$ cat config.mk
export PLATFORM = sky130hd
export DESIGN_NAME = tgad_div
export DESIGN_NICKNAME = d
export VERILOG_FILES = /design/src/rtl/tgad_pkg.sv /design/src/rtl/tgad_div.sv
export SDC_FILE = /design/constraint.sdc
export NUM_CORES = 1
export LEC_CHECK = 0
export BUFFER_PORTS_ARGS = -buffer_cell sky130_fd_sc_hd__buf_2
export CORE_ASPECT_RATIO = 1.1
export CORE_MARGIN = 4
export CORE_UTILIZATION = 55
export CTS_CLUSTER_SIZE = 20
export DETAILED_ROUTE_END_ITERATION = 7
export PLACE_DENSITY_LB_ADDON = 0.25
export SETUP_SLACK_MARGIN = 0.15
export SYNTH_ARGS = -nofsm -noshare
export SYNTH_HDL_FRONTEND = slang
export SYNTH_SLANG_ARGS = --single-unit
export TNS_END_PERCENT = 5
$ cat constraint.sdc
create_clock -name clock -period 4.83 [get_ports clock]
set_clock_uncertainty 0.15 [all_clocks]
set_input_delay 0.966 -clock clock [delete_from_list [all_inputs] [get_ports clock]]
set_output_delay 0.966 -clock clock [all_outputs]
set_load 0.02 [all_outputs]
$ cat src/rtl/tgad_pkg.sv
// Shared constants and types of the trace group average decimator.
package tgad_pkg;

   // Default sizes handed to the top level.
   localparam int MAX_ROWS_DEFAULT = 1024;
   localparam int MAX_STEP_DEFAULT = 16;

   // Fixed field widths.
   localparam int SAMPLE_W   = 32;
   localparam int ROWS_CFG_W = 11;
   localparam int STEP_CFG_W = 5;

   // CSR port.
   localparam int CSR_DATA_W  = 32;
   localparam int CSR_ADDR_W  = 3;
   localparam int CSR_IDX_LSB = 2;

   // Register indexes (paddr bit CSR_IDX_LSB).
   localparam logic REG_ROWS_PER_TRACE = 1'b0;
   localparam logic REG_GROUP_STEP     = 1'b1;

   // Register reset values.
   localparam logic [ROWS_CFG_W-1:0] ROWS_RESET = ROWS_CFG_W'(1);
   localparam logic [STEP_CFG_W-1:0] STEP_RESET = STEP_CFG_W'(2);

   // Sequencer states.
   typedef enum logic [1:0] {
      ST_IDLE,
      ST_READ,
      ST_DIV,
      ST_HOLD
   } state_type;

endpackage

$ cat src/rtl/tgad_div.sv
// Iterative signed-by-unsigned divider, one quotient bit per cycle, truncates toward zero.
module tgad_div #(
   parameter int SUM_W = 36,
   parameter int DIV_W = 5
) (
   input  logic                              clock,
   input  logic                              reset,
   input  logic                              start,
   input  logic signed [SUM_W-1:0]           dividend,
   input  logic [DIV_W-1:0]                  divisor,
   output logic                              done,
   output logic signed [tgad_pkg::SAMPLE_W-1:0] quotient
);
   import tgad_pkg::*;

   localparam int IT_W = (SUM_W > 1) ? $clog2(SUM_W) : 1;

   logic             busy_ff, busy_in;
   logic             done_ff, done_in;
   logic [IT_W-1:0]  iter_ff, iter_in;
   logic [SUM_W-1:0] mag_ff, mag_in;
   logic [DIV_W-1:0] rem_ff, rem_in;
   logic [DIV_W-1:0] dvs_ff, dvs_in;
   logic             neg_ff, neg_in;

   logic [DIV_W:0]   trial;
   logic             qbit;
   logic [SUM_W-1:0] quo_signed;

   always_comb begin
      busy_in = busy_ff;
      done_in = 1'b0;
      iter_in = iter_ff;
      mag_in  = mag_ff;
      rem_in  = rem_ff;
      dvs_in  = dvs_ff;
      neg_in  = neg_ff;
      trial   = {rem_ff, mag_ff[SUM_W-1]};
      qbit    = (trial >= {1'b0, dvs_ff});
      if (start) begin
         busy_in = 1'b1;
         iter_in = IT_W'(SUM_W - 1);
         mag_in  = dividend[SUM_W-1] ? (~dividend + SUM_W'(1)) : dividend;
         rem_in  = '0;
         dvs_in  = divisor;
         neg_in  = dividend[SUM_W-1];
      end else if (busy_ff) begin
         // restoring step: shift a dividend bit in, subtract if it fits
         rem_in = qbit ? DIV_W'(trial - {1'b0, dvs_ff}) : trial[DIV_W-1:0];
         mag_in = {mag_ff[SUM_W-2:0], qbit};
         if (iter_ff == '0) begin
            busy_in = 1'b0;
            done_in = 1'b1;
         end else begin
            iter_in = iter_ff - IT_W'(1);
         end
      end
   end

   always_ff @(posedge clock) begin
      if (reset) begin
         busy_ff <= 1'b0;
         done_ff <= 1'b0;
      end else begin
         busy_ff <= busy_in;
         done_ff <= done_in;
      end
      iter_ff <= iter_in;
      mag_ff  <= mag_in;
      rem_ff  <= rem_in;
      dvs_ff  <= dvs_in;
      neg_ff  <= neg_in;
   end

   // quotient magnitude never exceeds 2^31, so the low word is exact
   assign quo_signed = neg_ff ? (~mag_ff + SUM_W'(1)) : mag_ff;
   assign quotient   = quo_signed[SAMPLE_W-1:0];
   assign done       = done_ff;

endmodule

==> flow_summary.toml, run 1 <==
[clocking]
hold_buffers = 0
ctsHtreeMaxLevel = 2
cts_tree = "done"
cts_sinks = 55
cts_resized = 0
max-clock-path-buffers = 2
numCtsBuffers = 5
post_cts_buffers = 0
root_buffer = "clkbuf_8"
clk_pin_slew_ns = 0.10
worstSkewPairLatency_ns = 0.31

[power_and_ir_drop]
p_sw_frac = 0.332
power.switching_uw = 442
p_total_mw = 1.33
ir_drop_mv = 0.164
clock_power_share = 0.242
p_leak_nw = 1.64
intPower_uw = 889
p_per_area_nw_per_um2 = 301
power_frac_comb = 0.290
p_seq_frac = 0.469

[timing]
tns_ns = 0
setup_violations = 0
finalCritPeriodShare = 0.825
period_minus_slack_ns = 3.99
slew_viol_final = 0
relSlewSlack = 0.339
fmax_mhz = 251
hold_viol = 0
rsz0062_at_grt = "no"
tightest_slew_ns = 0.991

[setup_path]
cp_slowest_stage_delay_ns = 0.67
crit_chain = "or4_1, nor3_1, nand3_2, o41ai_1, xnor2_1, buf_2"
crit_buf_inv = 1
critPathMaxFanout = 8
crit_path_top_delay_cell = "or4_1"
start_kind = "flip-flop"
worstPathRequired_ns = 3.71
crit_arrival_ns = 2.87
cpLargestDelayFamily = "simple AND/OR/NAND/NOR gates"
cp-end-kind = "output port"
worst-setup-path-type = "reg2out"

[yosys]
ys_seq_area_frac = 0.393
yosysMostFrequentCell = "nor2_1"
yosys_warnings = 0
synth_top_area_frac = 0.326
synth_area_leaders = "edfxtp_1 33%, xnor2_1 7.9%, xor2_1 6.8%"
synth_area_per_cell_sq_um = 9.12
yosysTopAreaCell = "edfxtp_1"
synth_edf_count = 42
synth_fp_nets = 478
synth_top_cells_by_count = "45 x nor2_1, 42 x edfxtp_1, 40 x a21oi_1"
postSynthCellCount = 424
synth_flop_cell = "edfxtp_1"
synth_seq_cells = 55
async_flop_share = 0
yosysUniqueCellTypes = 47
synth_area_sq_um = 3870

[layout]
filler_cell_count = 571
diodes = 0
drive_gt1_frac = 0.206
syn2layout_area_growth_pct = 14.2
fin_nets = 544
stdcell_area_sq_um = 4420

[drt]
drt_iter0_drc = 233
wl_microns = 9230
vias = 3446
routedWlPerCell_microns = 16.1
antenna_left = 0
drt-pass1-iter-count = 5
post_drt_via_cell_ratio = 6.01
drc = 0

[floorplanning]
fp.dieW_microns = 88.0
initial_core_util = 0.577
core_sq_um = 6710
num_io_pins = 77
die-area_sq_um = 8440
dieHeight_microns = 96.0
row_count = 31

[global_route]
antenna_found_initial = 0
track_usage = 0.221
grt_pass1_wl_microns = 14600
grt_max_degree = 48
grt_pass1_vias = 3207
overflow = 0

[outcome]
status = "finished clean"

[flow_run]
maxCapViolCount = 0

[place]
place.gp.congestion = 0.858
place_area_sq_um = 4290
portBuffers = 76
dpl.hpwl_microns = 6780

[worst_hold_path]
hp-class = "reg2reg"
==> power groups by stage <==
stage / combinational, mW / sequential [mW] / clock, mW
4_1_cts: 0.387 / 0.623 / 0.328
3_3_place_gp: 0.377 / 0.630 / 0
3_5_place_dp: 0.385 / 0.633 / 0
5_1_grt: 0.422 / 0.631 / 0.347
6_report: 0.386 / 0.624 / 0.321
2_1_floorplan: 0.274 / 0.614 / 0
==> tightest hold or removal path, stage by stage (launching register included) <==
cell	delay, ns
dfxtp_1	0.32
nand2_1	0.05
a21oi_1	0.05
==> through the flow <==
| step | setup slack (ns) | hold slack [ns] | instances | util |
|---|---|---|---|---|
| after floorplan | 1.44 | 0.277 | 424 | - |
| after global placement | 1.29 | 0.286 | 565 | 0.640 |
| after detailed placement | 1.22 | 0.298 | 565 | 0.640 |
| after CTS | 0.866 | 0.313 | 573 | 0.659 |
| after global routing | 0.724 | 0.361 | 573 | 0.659 |
| final | 0.843 | 0.310 | 573 | 0.659 |
==> layout make-up <==
class,instances,area [sq um],area share
sequential,55,1520,0.344
inverter,16,60.1,0.0136
clock buffer,7,119,0.0269
tap,82,103,0.0232
multi-input combinational,333,2210,0.499
clock inverter,1,6.26,0.00142
timing repair buffer,79,403,0.0912
==> layer usage <==
| metal | wire length [microns] | up-vias | global-route usage |
|---|---|---|---|
| li1 | - | 1707 | - |
| met4 | 152 | 0 | 0.0895 |
| met1 | 3780 | 1597 | 0.278 |
| met2 | 4630 | 130 | 0.381 |
| met3 | 662 | 12 | 0.0291 |
| met5 | 0 | - | 0 |
==> registers in the layout, summed over array words and instances, names as in the netlist <==
register and count:
dvs_ff 5, iter_ff 6, done 1, mag_ff 36
rem_ff 5, busy_ff 1, neg_ff 1
==> cells by family after synthesis <==
family	Yosys count	synth area share
fa+ha+maj	10	0.0343
xor+xnor	65	0.147
compound gates	111	0.186
mux	5	0.0136
buf+inv	36	0.0362
flops	55	0.393
simple gates	142	0.190
==> layout by cell type, fill, tap and decap left out, types with 4 or more instances in the layout <==
cell type and instances:
o41ai_1 12, nand3_1 7, o31ai_1 17, a21oi_1 40
or4_1 6, nor3b_1 4, edfxtp_1 42, or2_2 4
clkbuf_8 5, xor2_1 30, nand4_1 8, nor2_1 45
ha_1 9, buf_2 76, or3_1 5, nor3_1 12
xnor2_1 35, nand2_1 25, inv_1 16, o21ai_0 23
nor4_1 12, dfxtp_1 13
==> final timing paths <==
check	from	end	slack, ns	cells past startpoint
setup / recovery	mag_ff[5]	quotient[27]	0.84	6
hold / removal	rem_ff[4]	rem_ff[4]	0.31	2
setup reg to reg	mag_ff[35]	rem_ff[2]	2.45	8
hold reg to reg	rem_ff[4]	rem_ff[4]	0.31	2
Power figures use the tool's default switching activity.
==> run 2: changes to the inputs <==
Settings changed: CORE_UTILIZATION 55 to 51.
Clock period 4.83 ns to 3.3 ns, I/O delays scaled along.
==> run 2 against run 1 <==
The flow now finishes with violations (setup timing). First-iteration DRC count down 45%. Critical path depth unchanged. Total power up 49%. Sequential cell count unchanged. Final cell count up 6.6%. Sequential power up 44%. Hold slack worse by 0.0061 ns. Design area up 7.4%. Combinational power up 69%. Clock-buffer cell count unchanged. Core utilization down 2.0 points. Critical path type unchanged.
==> flow_summary.toml, run 2 (synthesized netlist as in run 1, its figures left out) <==
[outcome]
status = "finished with violations"
failed_checks = "setup timing"

[place]
dpl.hpwl_microns = 7360
place_ws_ns = 0.0865
place_area_sq_um = 4500
portBuffers = 76
place.gp.congestion = 0.864

[global_route]
grt_max_degree = 39
overflow = 0
track_usage = 0.214
antenna_found_initial = 0
grt_pass1_vias = 3474
met3_usage = 0.0356
busiest_layer = "met2"
grt_pass1_wl_microns = 15900
use_met1 = 0.247
grtUsageMet2 = 0.387

[layout]
final_cell_mix = "73 x buf_2, 45 x nor2_1, 42 x edfxtp_1, 40 x a21oi_1, 39 x buf_4"
final_common_cell = "buf_2"
stdcell_area_sq_um = 4750
drive_gt1_frac = 0.284
diodes = 0
filler_cell_count = 627
top_register = "mag_ff"
syn2layout_area_growth_pct = 22.7
largest_reg_flops = 36
largestRegisters = "mag_ff x36, iter_ff x6"
fin_nets = 577
multi_input_area_sq_um = 2290
fin_util = 0.639
regArea_sq_um = 1520

[power_and_ir_drop]
power.switching_uw = 659
p_seq_frac = 0.453
intPower_mw = 1.32
power_frac_comb = 0.329
p_per_area_nw_per_um2 = 417
clock_power_share = 0.218
p_sw_frac = 0.333
p_leak_nw = 1.82
p_total_mw = 1.98
ir_drop_mv = 0.200

[flow_run]
maxCapViolCount = 0

[timing]
worst_slack_ns = -0.164
setup_violations = 7
fmax_mhz = 289
finalCritPeriodShare = 1.05
period_minus_slack_ns = 3.46
rsz0062_at_grt = "yes"
tightest_slew_ns = 0.600
slew_viol_final = 0
hold_viol = 0
relSlewSlack = 0.597

[worst_hold_path]
holdPathStages = 2
hp-class = "reg2reg"
whs_endpoint = "rem_ff[4]"
hold_start = "rem_ff[4]"

[clocking]
ctsHtreeMaxLevel = 2
cts_tree = "done"
cts_sinks = 55
max-clock-path-buffers = 2
root_buffer = "clkbuf_8"
numCtsBuffers = 5
clk_pin_slew_ns = 0.10
worstSkewPairLatency_ns = 0.31

[floorplanning]
core_sq_um = 7430
num_io_pins = 77
die-area_sq_um = 9040
initial_core_util = 0.521
row_count = 33
dieHeight_microns = 99.3
fp.dieW_microns = 91.0

[setup_path]
worstPathRequired_ns = 2.49
r2r-start = "mag_ff[35]"
cp-end-kind = "output port"
r2r_slack_ns = 1.03
crit_chain = "or4_4, or4_4, or3_4, o31ai_4, xnor2_1, buf_4"
worst-setup-path-type = "reg2out"
rr_endpoint = "rem_ff[3]"
start_kind = "flip-flop"
critPathMaxFanout = 2
crit_top_cell = "or4_4"
crit_path_top_delay_cell = "or4_4"
cp_slowest_stage_delay_ns = 0.56
r2r_cells = 9
crit_arrival_ns = 2.65

[drt]
wl_microns = 9740
drc = 0
vias = 3622
drt-pass1-iter-count = 4
post_drt_via_cell_ratio = 5.93
antenna_left = 0
routedWlPerCell_microns = 15.9
drt_iter0_drc = 127
## run 2: critical path: cells and delay by family (launching register included)
kind | cells | cell delay, ns
buf+inv | 1 | 0.17
compound gates | 1 | 0.22
flops | 1 | 0.41
xor+xnor | 1 | 0.15
simple gates | 3 | 1.41
## run 2: power groups by stage
stage / logic (mW) / clock network, mW / registers [mW]
final: 0.652 / 0.431 / 0.896
after CTS: 0.643 / 0.432 / 0.893
after floorplan: 0.401 / 0 / 0.899
after global placement: 0.613 / 0 / 0.901
after detailed placement: 0.625 / 0 / 0.907
after global routing: 0.713 / 0.470 / 0.904
## run 2: through the flow
step | hold slack [ns] | TNS [ns] | std cells
after global placement | 0.290 | 0 | 597
after detailed placement | 0.292 | 0 | 597
after floorplan | 0.277 | 0 | 424
after global routing | 0.322 | -1.60 | 611
final | 0.304 | -0.506 | 611
after CTS | 0.306 | -0.487 | 611
## run 2: worst max-delay path by stage
stage / from / end / cells after the start / slack, ns
2_1_floorplan: mag_ff[21] / quotient[31] / 5 / 0.21
5_1_grt: mag_ff[23] / quotient[31] / 6 / -0.24
6_report: mag_ff[23] / quotient[31] / 6 / -0.16
3_3_place_gp: mag_ff[21] / quotient[31] / 6 / 0.12
4_1_cts: mag_ff[23] / quotient[31] / 6 / -0.15
3_5_place_dp: mag_ff[21] / quotient[31] / 6 / 0.09
## run 2: what timing repair did
| item | CTS | global route |
|---|---|---|
| resized for setup | 12 | 7 |
| hold buffers | 0 | 0 |
| setup endpoints to repair | 19 | 22 |
| setup buffers | 6 | 0 |
| pin swaps | 6 | 3 |
## run 2: routing by layer
layer / vias up / routed length (microns)
met5: - / 0
met4: 0 / 280
met3: 24 / 518
met2: 108 / 4960
met1: 1715 / 3980
li1: 1775 / -
## run 2: cell type report
type | instances | area share
Clock buffer | 7 | 0.0227
Clock inverter | 1 | 0.00105
Inverter | 16 | 0.0126
Multi-Input combinational cell | 333 | 0.482
Sequential cell | 55 | 0.320
Tap cell | 87 | 0.0229
Timing Repair Buffer | 112 | 0.139
==> run 3: changes to the inputs <==
Settings changed: REMOVE_ABC_BUFFERS from default to 1.
==> run 3 against run 2 <==
The flow still finishes with violations (setup timing). Final cell count shrank 1.8%. Sequential share of layout area grew 0.67 points. Clock power shrank 7.9%. Via count shrank 3.1%. Die area is the same. Non-clock buffer count shrank 11. Sequential power is essentially flat. Core utilization shrank 1.3 points. Clock-buffer cell count shrank 2. Critical endpoint unchanged. Largest cell class unchanged.
==> flow_summary.toml, run 3 (synthesized netlist as in run 1, its figures left out) <==
[drt]
drc = 0
routedWlPerCell_microns = 15.8
post_drt_via_cell_ratio = 5.85
drt-pass1-iter-count = 4
antenna_left = 0
vias = 3510
wl_microns = 9510
drt_iter0_drc = 165

[power_and_ir_drop]
p_sw_frac = 0.349
p_leak_nw = 1.77
p_per_area_nw_per_um2 = 415
ir_drop_mv = 0.208
intPower_mw = 1.26
p_seq_frac = 0.464
power.switching_uw = 673
power_frac_comb = 0.330
clock_power_share = 0.206

[outcome]
failed_checks = "setup timing"
status = "finished with violations"

[clocking]
ctsHtreeMaxLevel = 2
max-clock-path-buffers = 2
clk_pin_slew_ns = 0.11
cts_sinks = 55
hold_buffers = 0
numCtsBuffers = 5
root_buffer = "clkbuf_8"
worstSkewPairLatency_ns = 0.32
cts_tree = "done"

[timing]
finalCritPeriodShare = 1.05
worst_slack_ns = -0.170
relSlewSlack = 0.535
tns_ns = -0.317
slew_viol_final = 0
fmax_mhz = 288
hold_viol = 0
tightest_slew_ns = 0.692
setup_violations = 5
rsz0062_at_grt = "yes"
period_minus_slack_ns = 3.47
hold-worst-slack_ns = 0.312

[setup_path]
cp-end-kind = "output port"
worst-setup-path-type = "reg2out"
critPathMaxFanout = 3
worstPathRequired_ns = 2.49
start_kind = "flip-flop"
crit_arrival_ns = 2.66

[layout]
fin_nets = 566
final_common_cell = "buf_2"
final_cell_mix = "70 x buf_2, 45 x nor2_1, 42 x edfxtp_1, 40 x a21oi_1, 35 x xnor2_1"
largest_reg_flops = 36
diodes = 0
largestRegisters = "mag_ff x36, iter_ff x6"
drive_gt1_frac = 0.263
syn2layout_area_growth_pct = 20.2
filler_cell_count = 650
top_register = "mag_ff"

[floorplanning]
fp.dieW_microns = 91.0
row_count = 33
die-area_sq_um = 9040
initial_core_util = 0.521
dieHeight_microns = 99.3
core_sq_um = 7430
num_io_pins = 77

[global_route]
antenna_found_initial = 0
grt_pass1_vias = 3309
grt_max_degree = 55
overflow = 0
track_usage = 0.211
grt_pass1_wl_microns = 15800

[place]
place.gp.congestion = 0.856
portBuffers = 76
dpl.hpwl_microns = 7170

[flow_run]
maxCapViolCount = 0

[worst_hold_path]
hp-class = "reg2reg"
[run 3: cell count changes in the layout (fill, tap and decap cells not counted), sizes merged]
cell and change:
buf -11, clkbuf -2, inv +2
[run 3: metrics by stage]
step / utilization / area, sq um / std cells / setup WS (ns) / total power [mW]
2_1_floorplan: - / 3790 / 404 / 0.212 / 1.28
3_3_place_gp: 0.600 / 4460 / 591 / 0.153 / 1.51
3_5_place_dp: 0.600 / 4460 / 591 / 0.0996 / 1.52
4_1_cts: 0.619 / 4600 / 600 / -0.180 / 1.93
5_1_grt: 0.626 / 4650 / 600 / -0.255 / 2.04
6_report: 0.626 / 4650 / 600 / -0.170 / 1.93
[run 3: final cells by class]
cell class	instances	area, sq um	area share
multi-input cells	333	2280	0.491
inverters	16	60.1	0.0129
well taps	87	109	0.0234
clock buffers	5	68.8	0.0148
flip-flops and latches	55	1520	0.327
clock inverters	3	26.3	0.00565
repair buffers	101	583	0.125
[run 3: power by group through the flow]
stage / Sequential (mW) / Combinational, mW / Clock [mW]
2_1_floorplan: 0.908 / 0.370 / 0
3_3_place_gp: 0.904 / 0.605 / 0
3_5_place_dp: 0.908 / 0.616 / 0
4_1_cts: 0.892 / 0.631 / 0.407
5_1_grt: 0.906 / 0.698 / 0.438
6_report: 0.895 / 0.636 / 0.397
[run 3: final timing paths]
| check | end | from | slack, ns | cells past startpoint |
|---|---|---|---|---|
| worst max-delay path | quotient[31] | mag_ff[25] | -0.17 | 6 |
| worst min-delay path | rem_ff[4] | rem_ff[4] | 0.31 | 2 |
| worst max register to register | rem_ff[1] | mag_ff[35] | 1.02 | 9 |
| worst min register to register | rem_ff[4] | rem_ff[4] | 0.31 | 2 |
[run 3: metal layers]
layer,track usage,vias up,part of all wire
met5,0,-,0
met1,0.276,1638,0.44
met3,0.0303,11,0.050
li1,-,1755,-
met4,0.0684,0,0.012
met2,0.362,106,0.50
[run 3: critical path, stage by stage, from the launching register on]
cell and delay, ns:
edfxtp_1 0.40, or4_4 0.55, or4_4 0.50, or3_4 0.36
o31ai_4 0.23, xnor2_1 0.14, buf_4 0.16
[run 3: timing repair]
item	in CTS	in global routing
gates resized for setup	12	11
pin swaps	6	7
setup buffers	1	0
setup endpoints to repair	20	21
